[config.mk]
export PLATFORM = sky130hd
export DESIGN_NAME = duality_gap_with_rebate_flat
export DESIGN_NICKNAME = d
export VERILOG_FILES = /design/src/design/dgr_pkg.sv /design/src/design/dgr_ifs.sv /design/src/design/duality_gap_with_rebate.sv /design/src/design/dgr_iter_unit.sv /design/src/flat_wrapper.sv
export VERILOG_INCLUDE_DIRS = /design/src /design/src/design
export SDC_FILE = /design/constraint.sdc
export NUM_CORES = 2
export LEC_CHECK = 0
export BUFFER_PORTS_ARGS = -buffer_cell sky130_fd_sc_hd__buf_2
export CAP_MARGIN = 25
export CORE_MARGIN = 10
export CORE_UTILIZATION = 55
export DETAILED_ROUTE_END_ITERATION = 7
export PLACE_DENSITY = 0.71
export SETUP_SLACK_MARGIN = 0.4
export SYNTH_ARGS = -nofsm -noshare
export SYNTH_HDL_FRONTEND = slang
export SYNTH_SLANG_ARGS = --single-unit
[constraint.sdc]
create_clock -name clk_i -period 16.01 [get_ports clk_i]
set_input_delay 0 -clock clk_i [delete_from_list [all_inputs] [get_ports clk_i]]
set_output_delay 0 -clock clk_i [all_outputs]
set_load 0.05 [all_outputs]
[src/design/duality_gap_with_rebate_macros.svh]
// ----------------------------------------------------------------------------
// Duality gap assertion macros
// Shared concurrent assertion forms for the duality gap block.
// ----------------------------------------------------------------------------
`ifndef DUALITY_GAP_WITH_REBATE_MACROS_SVH
`define DUALITY_GAP_WITH_REBATE_MACROS_SVH

// same-cycle implication, disabled in reset
`define DGR_ASSERT_IMP(lbl, clk, rst_n, ante, cons, msg) \
  lbl: assert property (@(posedge clk) disable iff (!rst_n) (ante) |-> (cons)) \
    else $error(msg);

// next-cycle implication, disabled in reset
`define DGR_ASSERT_NXT(lbl, clk, rst_n, ante, cons, msg) \
  lbl: assert property (@(posedge clk) disable iff (!rst_n) (ante) |=> (cons)) \
    else $error(msg);

`endif

[src/design/dgr_pkg.sv]
// ----------------------------------------------------------------------------
// Duality gap package
// Widths, limits and the request and response of the shared iterative unit.
// ----------------------------------------------------------------------------
package dgr_pkg;

  localparam int unsigned MAX_PATHS = 1048576;
  localparam int unsigned CNT_W     = $clog2(MAX_PATHS + 1);
  localparam int unsigned WORD_W    = 32;
  localparam int unsigned VAL_W     = 31;
  localparam int unsigned DIFF_W    = WORD_W + 1;
  localparam int unsigned BAL_W     = 48;
  localparam int unsigned CAND_W    = BAL_W + 2;
  localparam int unsigned VSUM_W    = 52;
  localparam int unsigned SQS_W     = 64;
  localparam int unsigned PROD_W    = 2 * VAL_W;
  localparam int unsigned IU_W      = 64;
  localparam int unsigned IU_CNT_W  = $clog2(IU_W);

  localparam logic [VAL_W-1:0] VAL_MAX = '1;

  typedef enum logic {
    IU_DIV  = 1'b0,
    IU_SQRT = 1'b1
  } iu_op_e;

  typedef struct packed {
    logic             start;
    iu_op_e           op;
    logic [IU_W-1:0]  operand;
    logic [CNT_W-1:0] divisor;
  } iu_req_t;

  typedef struct packed {
    logic            busy;
    logic            done;
    logic [IU_W-1:0] result;
  } iu_rsp_t;

endpackage

[src/design/dgr_ifs.sv]
// ----------------------------------------------------------------------------
// Duality gap channels
// Valid/ready interfaces for step beats in and result beats out.
// ----------------------------------------------------------------------------
interface dgr_step_if import dgr_pkg::*; ();
  logic                     valid;
  logic                     ready;
  logic signed [WORD_W-1:0] payoff;
  logic signed [WORD_W-1:0] continuation_mean;
  logic                     is_exercise_date;
  logic                     exercised;
  logic                     end_of_path;
  logic                     end_of_run;

  modport source (
    output valid, payoff, continuation_mean, is_exercise_date, exercised,
           end_of_path, end_of_run,
    input  ready
  );
  modport sink (
    input  valid, payoff, continuation_mean, is_exercise_date, exercised,
           end_of_path, end_of_run,
    output ready
  );
endinterface

interface dgr_res_if import dgr_pkg::*; ();
  logic                     valid;
  logic                     ready;
  logic        [VAL_W-1:0]  path_value;
  logic signed [WORD_W-1:0] mean_gap;
  logic        [VAL_W-1:0]  std_error;
  logic                     is_summary;
  logic                     last;

  modport source (
    output valid, path_value, mean_gap, std_error, is_summary, last,
    input  ready
  );
  modport sink (
    input  valid, path_value, mean_gap, std_error, is_summary, last,
    output ready
  );
endinterface

[src/design/duality_gap_with_rebate.sv]
// ----------------------------------------------------------------------------
// Duality gap with rebate
// Pathwise upper-bound gap per Monte Carlo path, with run mean and standard
// error from saturating running sums.
// ----------------------------------------------------------------------------
//  channel  dir  beat
//  step_i   in   one time step: payoff, continuation mean, flags
//  res_o    out  path value, or run summary (mean, standard error)
//
//  Step beat without path end: accept, then update.
//  Path end: update, square, push, plus any wait on res_o.ready.
//  Run end: the shared divide/square-root unit works at one bit per cycle
//  (three divides of 64 quotient bits each, one root of 32 bits).
//  Reset clears balance, maximum, count and sums; no clearing pass.
//  A stalled result holds the sequencer; step_i.ready stays low meanwhile.
// ----------------------------------------------------------------------------
`include "duality_gap_with_rebate_macros.svh"

module duality_gap_with_rebate import dgr_pkg::*; (
  input  logic       clk_i,
  input  logic       rst_ni,
  dgr_step_if.sink   step_i,
  dgr_res_if.source  res_o
);

  typedef enum logic [11:0] {
    ST_IDLE  = 12'b0000_0000_0001,
    ST_STEP  = 12'b0000_0000_0010,
    ST_SQ    = 12'b0000_0000_0100,
    ST_PATH  = 12'b0000_0000_1000,
    ST_SUMST = 12'b0000_0001_0000,
    ST_DIVM  = 12'b0000_0010_0000,
    ST_DIVS  = 12'b0000_0100_0000,
    ST_MM    = 12'b0000_1000_0000,
    ST_VAR   = 12'b0001_0000_0000,
    ST_DIVV  = 12'b0010_0000_0000,
    ST_SQRT  = 12'b0100_0000_0000,
    ST_SUM   = 12'b1000_0000_0000
  } dgr_state_e;

  dgr_state_e state_q, state_d;

  // item
  logic signed [DIFF_W-1:0] d_q;
  logic                     ex_q, exer_q, eop_q, eor_q;

  // path and run state
  logic signed [BAL_W-1:0]  bal_q, bal_d;
  logic [VAL_W-1:0]         max_q, max_d;
  logic [CNT_W-1:0]         cnt_q, cnt_d;
  logic [VSUM_W-1:0]        vsum_q, vsum_d;
  logic [SQS_W-1:0]         sqs_q, sqs_d;

  // working values
  logic [VAL_W-1:0]         pv_q, pv_d;
  logic [PROD_W-1:0]        prod_q, prod_d;
  logic [VAL_W-1:0]         mean_q, mean_d;
  logic [SQS_W-1:0]         msq_q, msq_d;
  logic [VAL_W-1:0]         se_q, se_d;

  // result register
  logic                     ov_q, ov_d;
  logic [VAL_W-1:0]         opv_q, opv_d;
  logic [VAL_W-1:0]         omean_q, omean_d;
  logic [VAL_W-1:0]         ose_q, ose_d;
  logic                     osum_q, osum_d;
  logic                     olast_q, olast_d;

  iu_req_t iu_req;
  iu_rsp_t iu_rsp;

  logic                     accept;
  logic                     out_free;
  logic signed [CAND_W-1:0] bal_x, d_x, cand, bal_sum;
  logic signed [CAND_W-1:0] max_x, valmax_x;
  logic                     use_dmb, do_fold;
  logic [VAL_W-1:0]         new_max;
  logic [VAL_W-1:0]         mul_a;
  logic [VSUM_W:0]          vsum_add;
  logic [SQS_W:0]           sqs_add;
  logic [SQS_W:0]           var_diff;
  logic [SQS_W-1:0]         var_val;
  logic [VAL_W-1:0]         res_clip;

  assign accept   = step_i.valid && step_i.ready;
  assign out_free = !ov_q || res_o.ready;
  assign step_i.ready = (state_q == ST_IDLE);

  // step datapath
  assign bal_x    = {{(CAND_W - BAL_W){bal_q[BAL_W-1]}}, bal_q};
  assign d_x      = {{(CAND_W - DIFF_W){d_q[DIFF_W-1]}}, d_q};
  assign max_x    = $signed({{(CAND_W - VAL_W){1'b0}}, max_q});
  assign valmax_x = $signed({{(CAND_W - VAL_W){1'b0}}, VAL_MAX});
  assign use_dmb  = !eop_q && ex_q && !exer_q;
  assign do_fold  = eop_q || ex_q;
  assign cand     = use_dmb ? (d_x - bal_x) : -bal_x;
  assign bal_sum  = bal_x + d_x;
  assign new_max  = (do_fold && (cand > max_x)) ?
                    ((cand > valmax_x) ? VAL_MAX : cand[VAL_W-1:0]) : max_q;

  assign mul_a    = (state_q == ST_MM) ? mean_q : pv_q;
  assign vsum_add = {1'b0, vsum_q} + (VSUM_W + 1)'(pv_q);
  assign sqs_add  = {1'b0, sqs_q} + (SQS_W + 1)'(prod_q);
  assign var_diff = {1'b0, msq_q} - (SQS_W + 1)'(prod_q);
  assign var_val  = var_diff[SQS_W] ? '0 : var_diff[SQS_W-1:0];
  assign res_clip = (|iu_rsp.result[IU_W-1:VAL_W]) ? VAL_MAX : iu_rsp.result[VAL_W-1:0];

  always_comb begin
    state_d = state_q;
    bal_d   = bal_q;
    max_d   = max_q;
    cnt_d   = cnt_q;
    vsum_d  = vsum_q;
    sqs_d   = sqs_q;
    pv_d    = pv_q;
    prod_d  = prod_q;
    mean_d  = mean_q;
    msq_d   = msq_q;
    se_d    = se_q;
    ov_d    = ov_q && !res_o.ready;
    opv_d   = opv_q;
    omean_d = omean_q;
    ose_d   = ose_q;
    osum_d  = osum_q;
    olast_d = olast_q;
    iu_req.start   = 1'b0;
    iu_req.op      = IU_DIV;
    iu_req.operand = '0;
    iu_req.divisor = cnt_q;

    unique case (state_q)
      ST_IDLE: begin
        if (accept) state_d = ST_STEP;
      end
      ST_STEP: begin
        if (eop_q) begin
          pv_d    = new_max;
          bal_d   = '0;
          max_d   = '0;
          state_d = ST_SQ;
        end else begin
          max_d = new_max;
          if (ex_q && exer_q) begin
            if (bal_sum[CAND_W-1:BAL_W-1] == '0 || bal_sum[CAND_W-1:BAL_W-1] == '1) begin
              bal_d = bal_sum[BAL_W-1:0];
            end else begin
              bal_d = bal_sum[CAND_W-1] ? {1'b1, {(BAL_W - 1){1'b0}}}
                                        : {1'b0, {(BAL_W - 1){1'b1}}};
            end
          end
          state_d = eor_q ? ST_SUMST : ST_IDLE;
        end
      end
      ST_SQ: begin
        prod_d  = PROD_W'(mul_a) * PROD_W'(mul_a);
        state_d = ST_PATH;
      end
      ST_PATH: begin
        if (out_free) begin
          ov_d    = 1'b1;
          opv_d   = pv_q;
          omean_d = '0;
          ose_d   = '0;
          osum_d  = 1'b0;
          olast_d = !eor_q;
          if (cnt_q < CNT_W'(MAX_PATHS)) begin
            cnt_d  = cnt_q + 1'b1;
            vsum_d = vsum_add[VSUM_W] ? '1 : vsum_add[VSUM_W-1:0];
            sqs_d  = sqs_add[SQS_W] ? '1 : sqs_add[SQS_W-1:0];
          end
          state_d = eor_q ? ST_SUMST : ST_IDLE;
        end
      end
      ST_SUMST: begin
        if (cnt_q == '0) begin
          mean_d  = '0;
          se_d    = '0;
          state_d = ST_SUM;
        end else begin
          iu_req.start   = 1'b1;
          iu_req.operand = IU_W'(vsum_q);
          state_d        = ST_DIVM;
        end
      end
      ST_DIVM: begin
        if (iu_rsp.done) begin
          mean_d         = res_clip;
          iu_req.start   = 1'b1;
          iu_req.operand = sqs_q;
          state_d        = ST_DIVS;
        end
      end
      ST_DIVS: begin
        if (iu_rsp.done) begin
          msq_d   = iu_rsp.result;
          state_d = ST_MM;
        end
      end
      ST_MM: begin
        prod_d  = PROD_W'(mul_a) * PROD_W'(mul_a);
        state_d = ST_VAR;
      end
      ST_VAR: begin
        iu_req.start   = 1'b1;
        iu_req.operand = var_val;
        state_d        = ST_DIVV;
      end
      ST_DIVV: begin
        if (iu_rsp.done) begin
          iu_req.start   = 1'b1;
          iu_req.op      = IU_SQRT;
          iu_req.operand = iu_rsp.result;
          state_d        = ST_SQRT;
        end
      end
      ST_SQRT: begin
        if (iu_rsp.done) begin
          se_d    = res_clip;
          state_d = ST_SUM;
        end
      end
      ST_SUM: begin
        if (out_free) begin
          ov_d    = 1'b1;
          opv_d   = '0;
          omean_d = mean_q;
          ose_d   = se_q;
          osum_d  = 1'b1;
          olast_d = 1'b1;
          cnt_d   = '0;
          vsum_d  = '0;
          sqs_d   = '0;
          state_d = ST_IDLE;
        end
      end
      default: state_d = ST_IDLE;
    endcase
  end

  dgr_iter_unit u_iter (
    .clk_i  (clk_i),
    .rst_ni (rst_ni),
    .req_i  (iu_req),
    .rsp_o  (iu_rsp)
  );

  always_ff @(posedge clk_i or negedge rst_ni) begin
    if (!rst_ni) begin
      state_q <= ST_IDLE;
      bal_q   <= '0;
      max_q   <= '0;
      cnt_q   <= '0;
      vsum_q  <= '0;
      sqs_q   <= '0;
      ov_q    <= 1'b0;
    end else begin
      state_q <= state_d;
      bal_q   <= bal_d;
      max_q   <= max_d;
      cnt_q   <= cnt_d;
      vsum_q  <= vsum_d;
      sqs_q   <= sqs_d;
      ov_q    <= ov_d;
    end
  end

  always_ff @(posedge clk_i) begin
    if (accept) begin
      d_q    <= {step_i.payoff[WORD_W-1], step_i.payoff}
              - {step_i.continuation_mean[WORD_W-1], step_i.continuation_mean};
      ex_q   <= step_i.is_exercise_date;
      exer_q <= step_i.exercised;
      eop_q  <= step_i.end_of_path;
      eor_q  <= step_i.end_of_run;
    end
    pv_q    <= pv_d;
    prod_q  <= prod_d;
    mean_q  <= mean_d;
    msq_q   <= msq_d;
    se_q    <= se_d;
    opv_q   <= opv_d;
    omean_q <= omean_d;
    ose_q   <= ose_d;
    osum_q  <= osum_d;
    olast_q <= olast_d;
  end

  assign res_o.valid      = ov_q;
  assign res_o.path_value = opv_q;
  assign res_o.mean_gap   = $signed({1'b0, omean_q});
  assign res_o.std_error  = ose_q;
  assign res_o.is_summary = osum_q;
  assign res_o.last       = olast_q;

  `DGR_ASSERT_IMP(a_cnt_bound, clk_i, rst_ni, 1'b1, cnt_q <= CNT_W'(MAX_PATHS), "path count past limit")
  `DGR_ASSERT_IMP(a_summary_last, clk_i, rst_ni, res_o.valid && res_o.is_summary, res_o.last, "summary beat not last")
  `DGR_ASSERT_NXT(a_path_push, clk_i, rst_ni, state_q == ST_PATH && out_free, res_o.valid && !res_o.is_summary, "path beat not presented")

endmodule

[src/design/dgr_iter_unit.sv]
// ----------------------------------------------------------------------------
// Duality gap iterative unit
// One shared subtract-compare stage: restoring divide, one quotient bit per
// cycle, or digit-by-digit square root, one root bit per cycle.
// ----------------------------------------------------------------------------
`include "duality_gap_with_rebate_macros.svh"

module dgr_iter_unit import dgr_pkg::*; (
  input  logic    clk_i,
  input  logic    rst_ni,
  input  iu_req_t req_i,
  output iu_rsp_t rsp_o
);

  logic                busy_q, busy_d;
  logic                done_q, done_d;
  logic [IU_CNT_W-1:0] cnt_q, cnt_d;
  iu_op_e              op_q;
  logic [IU_W-1:0]     acc_q, acc_d;
  logic [CNT_W-1:0]    rem_q, rem_d;
  logic [IU_W-1:0]     root_q, root_d;
  logic [IU_W-1:0]     bit_q, bit_d;
  logic [CNT_W-1:0]    div_q;

  logic [CNT_W:0]      shl;
  logic [IU_W-1:0]     sub_a, sub_b;
  logic [IU_W:0]       diff;
  logic                ge;

  assign shl   = {rem_q, acc_q[IU_W-1]};
  assign sub_a = (op_q == IU_DIV) ? IU_W'(shl) : acc_q;
  assign sub_b = (op_q == IU_DIV) ? IU_W'(div_q) : (root_q + bit_q);
  assign diff  = {1'b0, sub_a} - {1'b0, sub_b};
  assign ge    = ~diff[IU_W];

  always_comb begin
    busy_d = busy_q;
    done_d = 1'b0;
    cnt_d  = cnt_q;
    acc_d  = acc_q;
    rem_d  = rem_q;
    root_d = root_q;
    bit_d  = bit_q;
    if (busy_q) begin
      cnt_d = cnt_q - 1'b1;
      if (cnt_q == '0) begin
        busy_d = 1'b0;
        done_d = 1'b1;
      end
      unique case (op_q)
        IU_DIV: begin
          rem_d = ge ? diff[CNT_W-1:0] : shl[CNT_W-1:0];
          acc_d = {acc_q[IU_W-2:0], ge};
        end
        IU_SQRT: begin
          acc_d  = ge ? diff[IU_W-1:0] : acc_q;
          root_d = ge ? ((root_q >> 1) + bit_q) : (root_q >> 1);
          bit_d  = bit_q >> 2;
        end
        default: ;
      endcase
    end else if (req_i.start) begin
      busy_d = 1'b1;
      cnt_d  = (req_i.op == IU_DIV) ? IU_CNT_W'(IU_W - 1) : IU_CNT_W'(IU_W / 2 - 1);
      acc_d  = req_i.operand;
      rem_d  = '0;
      root_d = '0;
      bit_d  = {2'b01, {(IU_W - 2){1'b0}}};
    end
  end

  always_ff @(posedge clk_i or negedge rst_ni) begin
    if (!rst_ni) begin
      busy_q <= 1'b0;
      done_q <= 1'b0;
      cnt_q  <= '0;
    end else begin
      busy_q <= busy_d;
      done_q <= done_d;
      cnt_q  <= cnt_d;
    end
  end

  always_ff @(posedge clk_i) begin
    acc_q  <= acc_d;
    rem_q  <= rem_d;
    root_q <= root_d;
    bit_q  <= bit_d;
    if (!busy_q && req_i.start) begin
      op_q  <= req_i.op;
      div_q <= req_i.divisor;
    end
  end

  assign rsp_o.busy   = busy_q;
  assign rsp_o.done   = done_q;
  assign rsp_o.result = (op_q == IU_DIV) ? acc_q : root_q;

  `DGR_ASSERT_IMP(a_no_restart, clk_i, rst_ni, req_i.start, !busy_q, "start while busy")
  `DGR_ASSERT_NXT(a_done_follows, clk_i, rst_ni, busy_q && cnt_q == '0, done_q && !busy_q, "done missing after last step")
  `DGR_ASSERT_IMP(a_rem_range, clk_i, rst_ni, busy_q && op_q == IU_DIV, rem_q < div_q, "remainder not below divisor")

endmodule
[src/flat_wrapper.sv]
// flat-port wrapper written by rule: the top's interface ports become plain ports
module duality_gap_with_rebate_flat import dgr_pkg::*;
  (clk_i, rst_ni, step_i_valid, step_i_payoff, step_i_continuation_mean, step_i_is_exercise_date, step_i_exercised, step_i_end_of_path, step_i_end_of_run, step_i_ready, res_o_valid, res_o_path_value, res_o_mean_gap, res_o_std_error, res_o_is_summary, res_o_last, res_o_ready);
  dgr_step_if step_i_i ();
  dgr_res_if res_o_i ();
  input  logic clk_i;
  input  logic rst_ni;
  input wire logic [$bits(step_i_i.valid)-1:0] step_i_valid;
  input wire logic [$bits(step_i_i.payoff)-1:0] step_i_payoff;
  input wire logic [$bits(step_i_i.continuation_mean)-1:0] step_i_continuation_mean;
  input wire logic [$bits(step_i_i.is_exercise_date)-1:0] step_i_is_exercise_date;
  input wire logic [$bits(step_i_i.exercised)-1:0] step_i_exercised;
  input wire logic [$bits(step_i_i.end_of_path)-1:0] step_i_end_of_path;
  input wire logic [$bits(step_i_i.end_of_run)-1:0] step_i_end_of_run;
  output wire logic [$bits(step_i_i.ready)-1:0] step_i_ready;
  output wire logic [$bits(res_o_i.valid)-1:0] res_o_valid;
  output wire logic [$bits(res_o_i.path_value)-1:0] res_o_path_value;
  output wire logic [$bits(res_o_i.mean_gap)-1:0] res_o_mean_gap;
  output wire logic [$bits(res_o_i.std_error)-1:0] res_o_std_error;
  output wire logic [$bits(res_o_i.is_summary)-1:0] res_o_is_summary;
  output wire logic [$bits(res_o_i.last)-1:0] res_o_last;
  input wire logic [$bits(res_o_i.ready)-1:0] res_o_ready;
  assign step_i_i.valid = step_i_valid;
  assign step_i_i.payoff = step_i_payoff;
  assign step_i_i.continuation_mean = step_i_continuation_mean;
  assign step_i_i.is_exercise_date = step_i_is_exercise_date;
  assign step_i_i.exercised = step_i_exercised;
  assign step_i_i.end_of_path = step_i_end_of_path;
  assign step_i_i.end_of_run = step_i_end_of_run;
  assign step_i_ready = step_i_i.ready;
  assign res_o_valid = res_o_i.valid;
  assign res_o_path_value = res_o_i.path_value;
  assign res_o_mean_gap = res_o_i.mean_gap;
  assign res_o_std_error = res_o_i.std_error;
  assign res_o_is_summary = res_o_i.is_summary;
  assign res_o_last = res_o_i.last;
  assign res_o_i.ready = res_o_ready;
  duality_gap_with_rebate u_core (.clk_i(clk_i), .rst_ni(rst_ni), .step_i(step_i_i), .res_o(res_o_i));
endmodule
# Word-level counts from Yosys, hierarchy flattened
# Index checks and enable logic that the tools add are counted.
# totals
word_cells	200
reg_bits	823
out_inout_bits	98
# op_classes
eq_ne	25
n_mux	88
n_bitwise	2
n_reduce_logical	38
order_cmp	3
add_sub_neg	12
multipliers	1
# op_table
cell	count
2-to-1 mux 64 bit	19
2-to-1 mux 31 bit	11
one-hot mux 31 bit (2 select lines)	5
2-to-1 mux 52 bit	5
one-hot mux 64 bit (2 select lines)	2
one-hot mux 64 bit (4 select lines)	1
2-to-1 mux 48 bit	4
2-to-1 mux 21 bit	7
one-hot mux 12 bit (12 select lines)	1
2-to-1 mux 12 bit	9
one-hot mux 52 bit (2 select lines)	1
2-to-1 mux 66 bit	1
adder 64 x 62 -> 65 bit	1
subtractor 64 x 62 -> 65 bit	1
subtractor 64 x 64 -> 65 bit	1
adder 63 x 64 -> 64 bit	1
adder 64 bit	1
multiplier 31 x 31 -> 62 bit	1
adder 52 x 31 -> 53 bit	1
> comparator 50 x 32 -> 1 bit	1
> comparator 50 x 32 -> 1 bit (second input constant)	1
2-to-1 mux 50 bit	1
negator 48 -> 50 bit	1
adder 48 x 33 -> 49 bit	1
41 further kinds	91

# Longest topological paths before layout
# depth
depth_word	8
depth_mapped	41
ltp_nobuf	36

# By module
# Synthesis repeated with hierarchy kept, for this count alone.
# unflattened
cells_unflattened	9837
hier_area_um2	87227.4
# by_module_without_submodules
module	cells_per_inst	n_inst	area_each_um2
duality_gap_with_rebate	7551	1	67586.1
dgr_iter_unit	2286	1	19641.3

# Least setup slack after synthesis
# Ideal clock, no wire load.
# synth_path
path_type	reg2reg
startpoint	reg u_core.state_q[9]
endpoint	reg u_core.prod_q[60] (data pin)
setup_ps	258
n_path_buf	6
setup_slack_ps	5961
stages_incl_launch_ff	38
t_required_ps	15752
arrival_ps	9791
synth_period_minus_slack_ps	10049
path_cell_list	dfrtp_1 clkbuf_1 nor2_1 and3_1 clkbuf_1 and4b_1 clkbuf_1 buf_1 clkbuf_1 mux2i_1 inv_1 clkbuf_1 nand2_1 fa_1 inv_1 fa_1 fa_1 inv_1 [... 2 more ...] fa_1 fa_1 fa_1 fa_1 ha_1 a21o_1 a21o_1 a2111oi_0 o21ai_0 nand4b_1 a31oi_1 nor3_1 o41ai_1 a31oi_1 o221ai_1 a311o_1 a21oi_1 xnor2_1
# synth_via
elab_chain_len	3
# synth_lines
element	line_no	rtl
start: declaration	duality_gap_with_rebate.sv:41	dgr_state_e state_q, state_d;
start signal: assignment	duality_gap_with_rebate.sv:257	state_q <= state_d;
equality test 12 x 8 -> 1 bit	duality_gap_with_rebate.sv:101, duality_gap_with_rebate.sv:131	
2-to-1 mux 31 bit	duality_gap_with_rebate.sv:101	assign mul_a = (state_q == ST_MM) ? mean_q : pv_q;
multiplier 31 x 31 -> 62 bit	duality_gap_with_rebate.sv:155, duality_gap_with_rebate.sv:200	
end signal: assignment	duality_gap_with_rebate.sv:277	prod_q <= prod_d;
end: declaration	duality_gap_with_rebate.sv:56	logic [PROD_W-1:0] prod_q, prod_d;
# Every way passes these cells.
# A chain may end at the register's enable or synchronous reset.

# Worst setup path after layout
# layout_path
startpoint	reg u_core.state_q[5]
endpoint	reg u_core.prod_q[60] (data pin)
# The elaborated chain is that of the path after synthesis.

==> flow_metrics.py <==
metrics = {
    "drt": {
        "wire_per_inst_um": 24.70,
        "dr_wl_met3_um": 28280,
        "vias": 71290,
        "wl_met2_um": 128900,
        "post-route-drc-count": 4,
        "routed.top_layer": "met5",
        "wl_met1_um": 112700,
        "drt-initial-drc-count": 7112,
        "drt_pre_antenna_iters": 8,
        "ant_nets": 0,
        "routed_wl_um": 286500,
        "viasPerCell": 6.145,
    },
    "grt": {
        "grt_antenna_before_repair": 18,
        "grt_max_degree": 145,
        "gr-total-overflow": 0,
        "grt_pass1_vias": 71860,
        "grt_pass1_wl_um": 437300,
        "grt_usage": 0.3328,
    },
    "timing": {
        "min_period_over_period": 0.7548,
        "clock-skew-final_ps": 31.38,
        "hold_viol_final": 0,
        "tns_ps": 0,
        "max_slew_margin": 0.2598,
        "worst_pin_slew_ps": 1108,
        "slew_violations": 0,
        "finalSetupViolations": 0,
        "rsz0062_at_grt": "false",
        "max_clock_freq_mhz": 82.75,
        "min_period_ps": 12080,
    },
    "critical_path": {
        "cp_slowest_cell": "clkinv_1",
        "critical_path.endpoint_type": "flip-flop",
        "path_common_cell": "fa_1",
        "cp.required_ps": 16490,
        "cp-start-kind": "flip-flop",
        "crit_fanout": 27,
        "critPathKind": "reg -> reg",
        "max_stage_delay_ps": 830,
        "crit_arrival_ps": 12560,
    },
    "finish": {
        "multiInputGateArea_mm2": 0.05622,
        "area_growth_pct": 8.533,
        "final_cell_mix": "inv_1, nand2_1, fa_1",
        "final_common_cell": "inv_1",
        "final_nets": 11010,
        "n_fill_cell": 13320,
        "fin_area_mm2": 0.09217,
        "drive_gt1_frac": 0.06605,
        "regArea_mm2": 0.02254,
        "stdcell_count": 11600,
    },
    "synth": {
        "avgSynthCellArea_um2": 9.034,
        "synthFlopType": "edfxtp_1",
        "synth-warning-count": 0,
        "ys_types": 95,
        "syn-num-nets": 10940,
        "synth_edf_count": 553,
        "ys_seq_area_frac": 0.2654,
        "syn_area_mm2": 0.08493,
        "async_flop_share": 0.3000,
        "ys_ff_latch": 790,
        "syn_inst": 9401,
    },
    "floorplan": {
        "num_rows": 144,
        "ios": 170,
        "die_w_um": 413.0,
        "coreArea_mm2": 0.1537,
        "initial_core_util": 0.5526,
        "fp.dieH_um": 413.0,
        "die_area_mm2": 0.1705,
    },
    "cts": {
        "clk_pin_slew_ps": 60,
        "clockBufferDepth": 3,
        "clock_sinks": 790,
        "cts_tree": "yes",
        "clockRootBuffer": "clkbuf_16",
        "cts_setup_buffers": 0,
        "cts.htree.levels": 3,
        "insertion_delay_ps": 730,
        "cts_buffers": 93,
    },
    "job": {
        "drv_cap": 0,
    },
    "place": {
        "gp_congestion": 0.9938,
        "place_area_mm2": 0.08791,
        "port_buffers": 168,
        "dp.final_hpwl_um": 223600,
        "dp_cells": 11320,
    },
    "run_status": {
        "status": "complete, but fails checks",
        "violations": "design-rule violations",
    },
    "worst_hold_path": {
        "hp-class": "in -> reg",
    },
}
[worst paths after layout]
path / cells after the start / slack, ps / from / to
max reg2reg: 31 / 3930 / u_core.state_q[5] / u_core.prod_q[60]
min reg2reg: 2 / 510 / u_core.sqs_q[2] / u_core.sqs_q[2]
max in group asynchronous: 6 / 14080 / rst_ni / u_core.bal_q[23]
min: 5 / 30 / step_i_continuation_mean[16] / u_core.d_q[19]
min in group asynchronous: 4 / 460 / rst_ni / u_core.cnt_q[4]
max: 31 / 3930 / u_core.state_q[5] / u_core.prod_q[60]
[routing by layer]
metal / vias to the layer above / GRT usage
li1: 32210 / -
met4: 12 / 0.1608
met1: 35170 / 0.4281
met2: 3178 / 0.5232
met5: - / 0
met3: 717 / 0.08446
[kinds of logic after synthesis]
family	Yosys count	share of synthesized area
xor+xnor	512	0.05280
fa+ha+maj	1463	0.2820
flops	790	0.2654
mux	134	0.01653
buf+inv	1713	0.07636
compound gates	2165	0.1639
simple gates	2623	0.1430
other cells	1	0.00004416
[per-stage QoR]
stage | hold slack, ps | setup WS, ps | util
finish | 32.33 | 3925 | 0.5997
global route | 37.49 | 3160 | 0.5997
CTS | 0.06894 | 4171 | 0.5989
detailed placement | -11.74 | 4176 | 0.5720
global placement | -4.784 | 4409 | 0.5720
floorplan | -295.6 | 5961 | -
[cells in the mapped netlist, types with 236 or more instances]
| library cell | instances | area share |
|---|---|---|
| inv_1 | 1303 | 0.058 |
| edfxtp_1 | 553 | 0.20 |
| dfrtp_1 | 236 | 0.070 |
| nor2_1 | 732 | 0.032 |
| ha_1 | 710 | 0.10 |
| o21ai_0 | 455 | 0.027 |
| xnor2_1 | 335 | 0.035 |
| a21o_1 | 265 | 0.023 |
| fa_1 | 752 | 0.18 |
| nand2_1 | 926 | 0.041 |
| clkbuf_1 | 342 | 0.015 |
| a21oi_1 | 614 | 0.036 |
[final cells by class]
type | instances | area share
multi-input cells | 6898 | 0.6099
flip-flops and latches | 790 | 0.2445
inverters | 1314 | 0.05352
repair buffers | 375 | 0.02974
well taps | 2044 | 0.02775
clock buffers | 122 | 0.02764
clock inverters | 54 | 0.006801
diodes | 4 | 0.0001086
[sequential cells by signal, summed over array words and instances, names as in the netlist, 6 cells and up]
signal	flops
u_core.prod_q	61
u_core.pv_q	31
u_core.d_q	33
u_core.vsum_q	52
u_core.u_iter.rem_q	21
u_core.bal_q	48
u_core.msq_q	64
u_core.u_iter.bit_q	32
u_core.cnt_q	21
u_core.res_o.std_error	31
u_core.u_iter.div_q	21
u_core.u_iter.acc_q	64
u_core.omean_q	31
u_core.u_iter.cnt_q	6
u_core.state_q	12
u_core.res_o.path_value	31
u_core.u_iter.root_q	64
u_core.sqs_q	64
u_core.mean_q	31
u_core.max_q	31
u_core.se_q	31
[worst max-delay path: cells and delay by family (launching register included)]
family	cells	cell delay, ps
compound gates	10	2720
mux	1	560
simple gates	6	2260
xor+xnor	1	80
buf+inv	4	1430
fa+ha+maj	9	4280
flops	1	450
[timing repair]
action | in CTS | in global routing
endpoints found under the hold margin | 158 | 0
hold buffers | 94 | 0
resized for setup | 0 | 0
Power is left out: the tool's default activity adds up to more than one toggle a clock period on the data nets, which glitch-free logic cannot reach.
